[src/rtl/pce_pkg.sv]
package pce_pkg;

  localparam int unsigned CHAN_W  = 8;
  localparam int unsigned COORD_W = 12;
  localparam int unsigned FRAME_W = 13;
  localparam int unsigned MODE_W  = 4;
  localparam int unsigned CIDX_W  = 2;

  // Configuration register indexes
  localparam logic [CIDX_W-1:0] REG_MODE   = 2'd0;
  localparam logic [CIDX_W-1:0] REG_WIDTH  = 2'd1;
  localparam logic [CIDX_W-1:0] REG_HEIGHT = 2'd2;

  // Effect codes
  localparam logic [MODE_W-1:0] MODE_RED        = 4'd0;
  localparam logic [MODE_W-1:0] MODE_GREEN      = 4'd1;
  localparam logic [MODE_W-1:0] MODE_BLUE       = 4'd2;
  localparam logic [MODE_W-1:0] MODE_AVG_GREY   = 4'd3;
  localparam logic [MODE_W-1:0] MODE_MAX_GREY   = 4'd4;
  localparam logic [MODE_W-1:0] MODE_SEPIA      = 4'd5;
  localparam logic [MODE_W-1:0] MODE_BLUE_TINT  = 4'd6;
  localparam logic [MODE_W-1:0] MODE_BLUE_WHITE = 4'd7;
  localparam logic [MODE_W-1:0] MODE_BLACK_SQ   = 4'd8;

  localparam logic [MODE_W-1:0]  RST_MODE   = MODE_RED;
  localparam logic [FRAME_W-1:0] RST_WIDTH  = 13'd640;
  localparam logic [FRAME_W-1:0] RST_HEIGHT = 13'd480;

  // Effect select and black square bounds, lo inclusive, hi exclusive
  typedef struct packed {
    logic [MODE_W-1:0]  mode;
    logic [FRAME_W-1:0] x_lo;
    logic [FRAME_W-1:0] x_hi;
    logic [FRAME_W-1:0] y_lo;
    logic [FRAME_W-1:0] y_hi;
  } pce_cfg_t;

  // floor(x/3) for x < 768: x*683 >> 11
  function automatic logic [CHAN_W-1:0] div3(input logic [9:0] x);
    logic [20:0] p;
    p = 21'(x) * 21'd683;
    return p[18:11];
  endfunction

  // floor(x/5) for x < 1024: x*205 >> 10
  function automatic logic [CHAN_W-1:0] div5(input logic [9:0] x);
    logic [19:0] p;
    p = 20'(x) * 20'd205;
    return p[17:10];
  endfunction

  // floor(m*7/10) for m < 256: m*717 >> 10
  function automatic logic [CHAN_W-1:0] mul7div10(input logic [CHAN_W-1:0] m);
    logic [19:0] p;
    p = 20'(m) * 20'd717;
    return p[17:10];
  endfunction

  function automatic logic [CHAN_W-1:0] max3(input logic [CHAN_W-1:0] a,
                                             input logic [CHAN_W-1:0] b,
                                             input logic [CHAN_W-1:0] c);
    logic [CHAN_W-1:0] m;
    m = (b > a) ? b : a;
    m = (c > m) ? c : m;
    return m;
  endfunction

endpackage

[src/rtl/pce_cfg.sv]
module pce_cfg
  import pce_pkg::*;
#(
  parameter int unsigned MAX_WIDTH  = 4096,
  parameter int unsigned MAX_HEIGHT = 4096
) (
  input  logic                clk,
  input  logic                rst_n,
  input  logic                cfg_we,
  input  logic [CIDX_W-1:0]   cfg_index,
  input  logic [FRAME_W-1:0]  cfg_data,
  output pce_cfg_t            cfg
);

  localparam int unsigned XW = ($clog2(MAX_WIDTH + 1) > FRAME_W) ?
                               $clog2(MAX_WIDTH + 1) : FRAME_W;
  localparam int unsigned YW = ($clog2(MAX_HEIGHT + 1) > FRAME_W) ?
                               $clog2(MAX_HEIGHT + 1) : FRAME_W;
  localparam logic [XW-1:0] MAX_W_X = XW'(MAX_WIDTH);
  localparam logic [YW-1:0] MAX_H_Y = YW'(MAX_HEIGHT);

  logic [MODE_W-1:0]  mode_r;
  logic [FRAME_W-1:0] width_r;
  logic [FRAME_W-1:0] height_r;
  logic [FRAME_W-1:0] w_sat;
  logic [FRAME_W-1:0] h_sat;
  logic [FRAME_W+1:0] w3;
  logic [FRAME_W+1:0] h3;

  always_ff @(posedge clk) begin
    if (!rst_n) begin
      mode_r   <= RST_MODE;
      width_r  <= RST_WIDTH;
      height_r <= RST_HEIGHT;
    end else if (cfg_we) begin
      unique case (cfg_index)
        REG_MODE:   mode_r   <= cfg_data[MODE_W-1:0];
        REG_WIDTH:  width_r  <= cfg_data;
        REG_HEIGHT: height_r <= cfg_data;
        default: ;
      endcase
    end
  end

  // Clamp frame size to the supported maximum
  always_comb begin
    w_sat = (XW'(width_r)  > MAX_W_X) ? MAX_W_X[FRAME_W-1:0] : width_r;
    h_sat = (YW'(height_r) > MAX_H_Y) ? MAX_H_Y[FRAME_W-1:0] : height_r;
    w3    = {1'b0, w_sat, 1'b0} + (FRAME_W+2)'(w_sat);
    h3    = {1'b0, h_sat, 1'b0} + (FRAME_W+2)'(h_sat);
  end

  assign cfg.mode = mode_r;
  assign cfg.x_lo = {2'b00, w_sat[FRAME_W-1:2]};
  assign cfg.x_hi = w3[FRAME_W+1:2];
  assign cfg.y_lo = {2'b00, h_sat[FRAME_W-1:2]};
  assign cfg.y_hi = h3[FRAME_W+1:2];

endmodule

[src/rtl/pce_effect.sv]
module pce_effect
  import pce_pkg::*;
(
  input  pce_cfg_t             cfg,
  input  logic [COORD_W-1:0]   column,
  input  logic [COORD_W-1:0]   row,
  input  logic [CHAN_W-1:0]    red,
  input  logic [CHAN_W-1:0]    green,
  input  logic [CHAN_W-1:0]    blue,
  output logic [CHAN_W-1:0]    fx_red,
  output logic [CHAN_W-1:0]    fx_green,
  output logic [CHAN_W-1:0]    fx_blue
);

  logic [CHAN_W-1:0] m;
  logic [CHAN_W:0]   rg;
  logic [9:0]        rgb;
  logic [CHAN_W-1:0] rg25;
  logic [CHAN_W-1:0] sep_blue;
  logic              in_sq;

  always_comb begin
    m        = max3(red, green, blue);
    rg       = {1'b0, red} + {1'b0, green};
    rgb      = 10'(rg) + 10'(blue);
    rg25     = div5({rg, 1'b0});
    sep_blue = div5({1'b0, rg25, 1'b0});
    in_sq    = ({1'b0, column} >= cfg.x_lo) && ({1'b0, column} < cfg.x_hi) &&
               ({1'b0, row} >= cfg.y_lo) && ({1'b0, row} < cfg.y_hi);

    fx_red   = red;
    fx_green = green;
    fx_blue  = blue;
    unique case (cfg.mode)
      MODE_RED: begin
        fx_green = '0;
        fx_blue  = '0;
      end
      MODE_GREEN: begin
        fx_red  = '0;
        fx_blue = '0;
      end
      MODE_BLUE: begin
        fx_red   = '0;
        fx_green = '0;
      end
      MODE_AVG_GREY: begin
        fx_red   = div3(rgb);
        fx_green = fx_red;
        fx_blue  = fx_red;
      end
      MODE_MAX_GREY: begin
        fx_red   = m;
        fx_green = m;
        fx_blue  = m;
      end
      MODE_SEPIA: begin
        fx_red   = mul7div10(m);
        fx_green = fx_red;
        fx_blue  = sep_blue;
      end
      MODE_BLUE_TINT: begin
        fx_red   = div3(10'(rg));
        fx_green = fx_red;
        fx_blue  = m;
      end
      MODE_BLUE_WHITE: begin
        fx_red   = rg[CHAN_W:1];
        fx_green = fx_red;
        fx_blue  = m;
      end
      MODE_BLACK_SQ: begin
        if (in_sq) begin
          fx_red   = '0;
          fx_green = '0;
          fx_blue  = '0;
        end
      end
      default: ;
    endcase
  end

endmodule

[src/rtl/pixel_colour_effect.sv]
// Per-pixel colour effect unit.
// Requests: raise start with in_column, in_row, in_red, in_green, in_blue;
// the request is taken at each rising edge with start high and busy low.
// busy never rises, so a pixel can be issued on every clock.
// Results: out_valid marks out_red, out_green, out_blue for exactly one
// cycle per request, after the request has passed the input register,
// the effect logic and the result register. The receiver cannot stall;
// results come out in request order, one per request, at one per clock.
// Configuration: cfg_we with cfg_index 0 effect mode, 1 frame width,
// 2 frame height, cfg_data right-aligned. Write only while no request is
// in flight. Frame size is clamped to MAX_WIDTH and MAX_HEIGHT for the
// black square bounds.
// Reset (rst_n low, synchronous): mode 0 (red only), 640 x 480 frame,
// pipeline emptied, no strobe.
module pixel_colour_effect
  import pce_pkg::*;
#(
  parameter int unsigned MAX_WIDTH  = 4096,
  parameter int unsigned MAX_HEIGHT = 4096
) (
  input  logic                clk,
  input  logic                rst_n,
  input  logic                start,
  output logic                busy,
  input  logic [COORD_W-1:0]  in_column,
  input  logic [COORD_W-1:0]  in_row,
  input  logic [CHAN_W-1:0]   in_red,
  input  logic [CHAN_W-1:0]   in_green,
  input  logic [CHAN_W-1:0]   in_blue,
  output logic                out_valid,
  output logic [CHAN_W-1:0]   out_red,
  output logic [CHAN_W-1:0]   out_green,
  output logic [CHAN_W-1:0]   out_blue,
  input  logic                cfg_we,
  input  logic [CIDX_W-1:0]   cfg_index,
  input  logic [FRAME_W-1:0]  cfg_data
);

  pce_cfg_t            cfg;
  logic                accept;
  logic                px_valid_r;
  logic [COORD_W-1:0]  px_col_r;
  logic [COORD_W-1:0]  px_row_r;
  logic [CHAN_W-1:0]   px_red_r;
  logic [CHAN_W-1:0]   px_green_r;
  logic [CHAN_W-1:0]   px_blue_r;
  logic [CHAN_W-1:0]   fx_red;
  logic [CHAN_W-1:0]   fx_green;
  logic [CHAN_W-1:0]   fx_blue;
  logic                out_valid_r;
  logic [CHAN_W-1:0]   out_red_r;
  logic [CHAN_W-1:0]   out_green_r;
  logic [CHAN_W-1:0]   out_blue_r;

  assign busy   = 1'b0;
  assign accept = start && !busy;

  pce_cfg #(
    .MAX_WIDTH  (MAX_WIDTH),
    .MAX_HEIGHT (MAX_HEIGHT)
  ) u_cfg (
    .clk       (clk),
    .rst_n     (rst_n),
    .cfg_we    (cfg_we),
    .cfg_index (cfg_index),
    .cfg_data  (cfg_data),
    .cfg       (cfg)
  );

  always_ff @(posedge clk) begin
    if (!rst_n) begin
      px_valid_r <= 1'b0;
    end else begin
      px_valid_r <= accept;
    end
  end

  always_ff @(posedge clk) begin
    if (accept) begin
      px_col_r   <= in_column;
      px_row_r   <= in_row;
      px_red_r   <= in_red;
      px_green_r <= in_green;
      px_blue_r  <= in_blue;
    end
  end

  pce_effect u_effect (
    .cfg      (cfg),
    .column   (px_col_r),
    .row      (px_row_r),
    .red      (px_red_r),
    .green    (px_green_r),
    .blue     (px_blue_r),
    .fx_red   (fx_red),
    .fx_green (fx_green),
    .fx_blue  (fx_blue)
  );

  always_ff @(posedge clk) begin
    if (!rst_n) begin
      out_valid_r <= 1'b0;
    end else begin
      out_valid_r <= px_valid_r;
    end
  end

  // Hold the last result when no request is in the input stage
  always_ff @(posedge clk) begin
    if (px_valid_r) begin
      out_red_r   <= fx_red;
      out_green_r <= fx_green;
      out_blue_r  <= fx_blue;
    end
  end

  assign out_valid = out_valid_r;
  assign out_red   = out_red_r;
  assign out_green = out_green_r;
  assign out_blue  = out_blue_r;

  a_req_to_result: assert property (@(posedge clk) disable iff (!rst_n)
    accept |-> ##2 out_valid_r)
    else $error("request did not produce a result two cycles later");

  a_no_spurious: assert property (@(posedge clk) disable iff (!rst_n)
    out_valid_r |-> $past(px_valid_r))
    else $error("result strobe without a pixel in the input stage");

  a_grey_equal: assert property (@(posedge clk) disable iff (!rst_n)
    (px_valid_r && (cfg.mode == MODE_AVG_GREY || cfg.mode == MODE_MAX_GREY))
      |=> (out_red_r == out_green_r) && (out_green_r == out_blue_r))
    else $error("grey effect produced unequal channels");

  a_red_only: assert property (@(posedge clk) disable iff (!rst_n)
    (px_valid_r && cfg.mode == MODE_RED)
      |=> (out_green_r == '0) && (out_blue_r == '0) && (out_red_r == $past(px_red_r)))
    else $error("red-only effect altered the wrong channels");

endmodule
[config.mk]
export PLATFORM = sky130hd
export DESIGN_NAME = pixel_colour_effect
export DESIGN_NICKNAME = d
export VERILOG_FILES = /design/src/rtl/pce_pkg.sv /design/src/rtl/pce_cfg.sv /design/src/rtl/pce_effect.sv /design/src/rtl/pixel_colour_effect.sv
export SDC_FILE = /design/constraint.sdc
export NUM_CORES = 1
export LEC_CHECK = 0
export ABC_AREA = 1
export BUFFER_PORTS_ARGS = -buffer_cell sky130_fd_sc_hd__buf_2
export CORE_ASPECT_RATIO = 1.4
export CORE_UTILIZATION = 50
export CTS_CLUSTER_SIZE = 8
export DETAILED_ROUTE_END_ITERATION = 10
export PLACE_DENSITY_LB_ADDON = 0.1
export REMOVE_ABC_BUFFERS = 1
export SYNTH_ARGS = -nofsm -noshare
export SYNTH_HDL_FRONTEND = slang
export SYNTH_SLANG_ARGS = --single-unit
[constraint.sdc]
create_clock -name clk -period 7.8 [get_ports clk]
set_input_delay 0.78 -clock clk [delete_from_list [all_inputs] [get_ports clk]]
set_output_delay 0.78 -clock clk [all_outputs]
set_load 0.01 [all_outputs]
Yosys cells after proc, flatten, opt, wreduce, memory -nomap -nowiden. Cells that the tools add are included.

Bits of input ports: 67. Register bits: 104. Output and inout port bits: 26. Logic and storage cells: 62.

Eq/ne operators: 10. $add $sub $neg: 4. Magnitude comparators: 8. Reduce and logical (&&, ||, !) cells: 12. Muxes and demuxes: 10. Multiply operators: 5.

Operator list (count): $pmux 8 s7 (2); $mux 8 (5); $pmux 8 s5 (1); $add 14x13->15 (2); $gt 13x13->1 const B (2); $lt 12x13->1 (2); $mux 13 (2); $ge 12x11->1 (2); $mul 10x10->19 const B (1); $mul 9x10->19 const B (1); $mul 8x10->18 const B (1); $mul 9x8->17 const B (1); $eq 4x3->1 const B (4); $gt 8x8->1 (2); $mul 8x8->16 const B (1); $add 9x8->10 (1); $add 8x8->9 (1); $eq 4x2->1 const B (2); $reduce_and 2->1 (3); $reduce_or 2->1 (3); $eq 4x1->1 const B (1); $eq 4x4->1 const B (1); $logic_not 4->1 (1); $logic_and 1x1->1 (3); 4 further kinds (4).

Logic depth before layout (Yosys ltp).
Word-level depth: 9. Mapped depth: 49. Gate-level depth less buffers: 49.

By module. From an unflattened synthesis, not the netlist that was laid out.

Cells, all modules: 1957. Area, all modules: 15263.4 sq um.

Modules (own cells, without submodules): pce_effect (times used 1, cells an instance 1475, area an instance 10517.6 sq um, sequential area each 0.0 sq um); pce_cfg (times used 1, cells an instance 402, area an instance 2517.4 sq um, sequential area each 600.6 sq um); pixel_colour_effect (times used 1, cells an instance 80, area an instance 2228.4 sq um, sequential area each 2202.1 sq um).

Worst setup path before layout. Ideal clock, no wire load.

Kind: register to register. Start point: register px_green_r[2]. End point: register out_blue_r[6], in the netlist out_blue[6], data pin. Data arrival time: 8.171 ns. Required time: 7.541 ns. Setup time: 0.259 ns. Path buffers: 0. Stages on the path, launching flop included: 43. Path slack: -0.630 ns. Period minus slack after synthesis: 8.430 ns. Path through: edfxtp_1 > ha_1 > inv_1 > a21oi_1 > nand2_1 > a21oi_1 > o21bai_1 > a21o_1 > a21oi_1 > nand2_1 > nand2_1 > inv_1 > ha_1 > inv_1 > fa_1 > inv_1 > fa_1 > inv_1 > (+7 left out) > a31o_2 > a21oi_1 > xnor2_1 > ha_1 > inv_1 > fa_1 > inv_1 > fa_1 > inv_1 > fa_1 > inv_1 > ha_1 > a21oi_1 > o21ai_0 > a221oi_1 > nand3_1 > nand3b_1 > nand3_1.

Cells in the longest elaborated chain, start to end: 5. Elaborated cells on any way between the ends: 10. Those cells by class: add/sub: 2; mul: 3; order compare: 2; mux: 3.

Ends and longest elaborated chain: from (decl) (RTL line pixel_colour_effect.sv:45) `logic [CHAN_W-1:0] px_green_r;`; from (signal assigned) (RTL line pixel_colour_effect.sv:83) `px_green_r <= in_green;`; branches (longest 4 deep; another with $mul 9x8->17); $pmux 8 s5 (*) (RTL line pce_effect.sv:34) `unique case (cfg.mode)`; via fx_blue[6] (RTL line pixel_colour_effect.sv:49) `logic [CHAN_W-1:0] fx_blue;`; to (signal assigned) (RTL line pixel_colour_effect.sv:113) `out_blue_r <= fx_blue;`; to (decl) (RTL line pixel_colour_effect.sv:53) `logic [CHAN_W-1:0] out_blue_r;`.

Mark *: on every way through the listed nets, which the timed path passes. A chain may end at the register's enable or synchronous reset.

Worst setup path after layout. Same ends and word-level chain as after synthesis.

==> results by group <==
Timing
  • Final Max Tran Viols: 0
  • Slew @ Worst Pin: 0.979 ns
  • Endpoints failing setup: 7
  • Final min period: 8.04 ns
  • Fmax: 124 MHz
  • Rel. slew slack: 34.2%
  • Final Cycle Share: 103%
  • Fin worst setup slack: -0.244 ns
  • Fin Clk Skew: 0.0103 ns
  • Hold Vio Cnt, Final: 0
  • RSZ-0062 raised after global routing: true

Detailed routing
  • Routed Wire Length: 40100 um
  • Highest Signal Layer: met4
  • First-pass detailed-route iteration total: 5
  • Iteration-0 DRC count of the detailed router: 418
  • Post-route ant nets: 0
  • Routed wl met2: 21500 um
  • Drt via density: 5.29
  • Met1 WL: 15100 um
  • Metal3 WL: 1260 um
  • DRC: 0
  • Wire per inst: 16.2 um
  • DR vias: 13100

Yosys
  • Post-Synthesis Cell Area: 14700 um2
  • Synthesized flop and latch total: 104
  • EDFF count, synth: 72
  • Synth top area cells: ha_1, edfxtp_1, fa_1
  • Yosys cell types: 58
  • Post-synthesis mux area share: 0%
  • Biggest area consumer among synthesized cells: ha_1
  • Post-Synth XOR/XNOR Area: 3.22%
  • Adder-Cell Fraction of Synth Area: 38.3%
  • Largest family of logic cells by synthesized area: adder cells
  • Post-synth top area share: 26.9%
  • Compound-gate portion of the synthesized area: 11.7%
  • Post-synth top flop: edfxtp_1
  • Simple-gate share of the synthesized area: 17.4%
  • FFs w/ async S/R, synth: 0%
  • Number of synthesis warnings: 0
  • Mean Syn Cell Area: 8.05 um2
  • Sequential share of the synthesized area: 19.1%
  • Post-Synthesis Cells: 1827

Layout
  • Share of layout cells above drive strength 1: 21.7%
  • Area delta synth->final: 22.1%
  • Commonest non-fill, non-tap cell in the layout: inv_1
  • Final Net Count: 2565
  • Most frequent cells in the layout: inv_1, ha_1, nand2_1, buf_4, a21oi_1
  • Post-route cell area: 18000 um2

Clocking
  • Cts hold-fix bufs: 0
  • Max H-tree Level: 3
  • Skew-Pair Late Insertion Delay: 0.39 ns
  • Num CTS Buffers: 9
  • Clk buf depth: 2
  • # clock sinks: 104
  • Reg clk slew, reported paths: 0.09 ns
  • Root Buffer Master: clkbuf_16
  • CTS tree: yes

Worst setup path
  • CP max-delay cell: fa_1
  • CP startpoint kind: flip-flop
  • Critical path origin: px_green_r[2]
  • Launch point of the worst reg-to-reg path: px_green_r[2]
  • Crit path DAT: 8.20 ns
  • CP most frequent cell: buf_4
  • CP endpoint kind: flip-flop
  • Type of the worst setup path: flip-flop to flip-flop
  • Maximum fanout along the worst path: 3
  • Reg2Reg Setup Slack: -0.24 ns
  • Crit-path leading delay family: adder cells
  • Max incr delay on CP: 0.53 ns
  • WP buf/inv: 20
  • Worst path required time: 7.95 ns

Run status
  • Failing checks: negative setup slack
  • Status: complete, but fails checks

Placement
  • GPL Wtd Cong: 0.928
  • Post-detail-place hpwl: 33500 um
  • Port bufs: 91
  • Area post-placement: 16700 um2

Floorplanning
  • DIE AREA: 30100 um2
  • Total core area: 28700 um2
  • I/O Pins: 93
  • Initial Util: 51.3%
  • Die Wd: 147 um
  • Die H: 205 um
  • # rows: 73

Global routing
  • First-pass GRT wire length: 64600 um
  • Tot GR Track Use: 27.6%
  • Initial antenna violation count: 1
  • Number of global-route vias before repair: 13700
  • Pin count of the biggest net entering global routing: 50
  • Total grt overflow: 0

Min path
  • HP Class: flip-flop to flip-flop
  • Hold wc startpoint: u_cfg.height_r[3]

Job
  • Max Cap Violations: 0
per-layer routing:
metal,global-route usage (%),vias to the layer above
met5,0,-
met4,15.2,0
met3,3.90,115
met2,53.9,254
met1,27.7,6148
li1,-,6596
cell usage after synthesis (4+ instances only):
| master | instances |
|---|---|
| a211oi_1 | 4 |
| a21o_1 | 12 |
| a21oi_1 | 123 |
| a221oi_1 | 6 |
| a31oi_1 | 13 |
| and2_1 | 4 |
| clkbuf_1 | 11 |
| dfxtp_1 | 32 |
| edfxtp_1 | 72 |
| fa_1 | 84 |
| ha_1 | 316 |
| inv_1 | 373 |
| inv_2 | 4 |
| nand2_1 | 309 |
| nand2_2 | 11 |
| nand3_1 | 87 |
| nand3_2 | 5 |
| nand3b_1 | 7 |
| nand4_1 | 22 |
| nor2_1 | 98 |
| nor3_1 | 18 |
| nor3b_1 | 4 |
| nor4_1 | 4 |
| o211ai_1 | 11 |
| o21ai_0 | 70 |
| o21ai_1 | 8 |
| o21ai_2 | 10 |
| o21bai_1 | 10 |
| or2_2 | 6 |
| xnor2_1 | 25 |
| xor2_1 | 26 |
final cells by class:
| cell class | count | area (um2) |
|---|---|---|
| Antenna cell | 1 | 2.50 |
| Clock inverter | 7 | 97.6 |
| Tap cell | 375 | 469 |
| Multi-Input combinational cell | 1328 | 11100 |
| Sequential cell | 104 | 2800 |
| Fill cell | 2576 | 10700 |
| Clock buffer | 9 | 225 |
| Timing Repair Buffer | 277 | 1870 |
| Inverter | 378 | 1430 |
kinds of logic after synthesis:
| logic type | count (synthesis) |
|---|---|
| AOI/OAI and AO/OA | 292 |
| buffers and inverters | 395 |
| and+or+nand+nor | 583 |
| DFF | 104 |
| adders and majority gates | 400 |
| xor gates and xnor gates | 52 |
| other | 1 |
metrics by stage:
stage | hold WS (ns) | util [%] | setup TNS, ns | setup WS [ns] | std cells
floorplan | 0.444 | - | -3.45 | -0.634 | 1810
finish | 0.489 | 62.6 | -1.37 | -0.244 | 2479
global route | 0.514 | 62.6 | -4.15 | -0.655 | 2478
global placement | 0.468 | 58.1 | -5.06 | -0.841 | 2424
detailed placement | 0.476 | 58.1 | -6.14 | -0.977 | 2424
CTS | 0.489 | 61.5 | -0.758 | -0.134 | 2471
path summary, 6_finish.rpt:
kind,depth (start not counted),endpoint
hold / removal,2,u_cfg.height_r[3]
hold reg to reg,2,u_cfg.height_r[3]
setup reg to reg,45,out_blue[6]
setup / recovery,45,out_blue[6]
worst min-delay path: cells and delay by family (launching register included):
family / cells / cell delay, ns
AO/OA/AOI/OAI: 1 / 0.06
buffers and inverters: 1 / 0.07
flip-flops: 1 / 0.32
sequential cells by signal, summed over array words and instances (netlist names):
name,cells
u_cfg.height_r,13
u_cfg.width_r,13
px_col_r,12
px_row_r,12
out_blue,8
out_green,8
out_red,8
px_blue_r,8
px_green_r,8
px_red_r,8
u_cfg.mode_r,4
out_valid,1
px_valid_r,1
timing repair:
action,in CTS,in global routing
endpoints found under the setup margin,7,24
buffers inserted,31,7
gates resized for setup,93,62
pin swaps,64,37
Power is not shown: default switching activity piles up to over one toggle a cycle in this logic, so the estimate is an artifact.
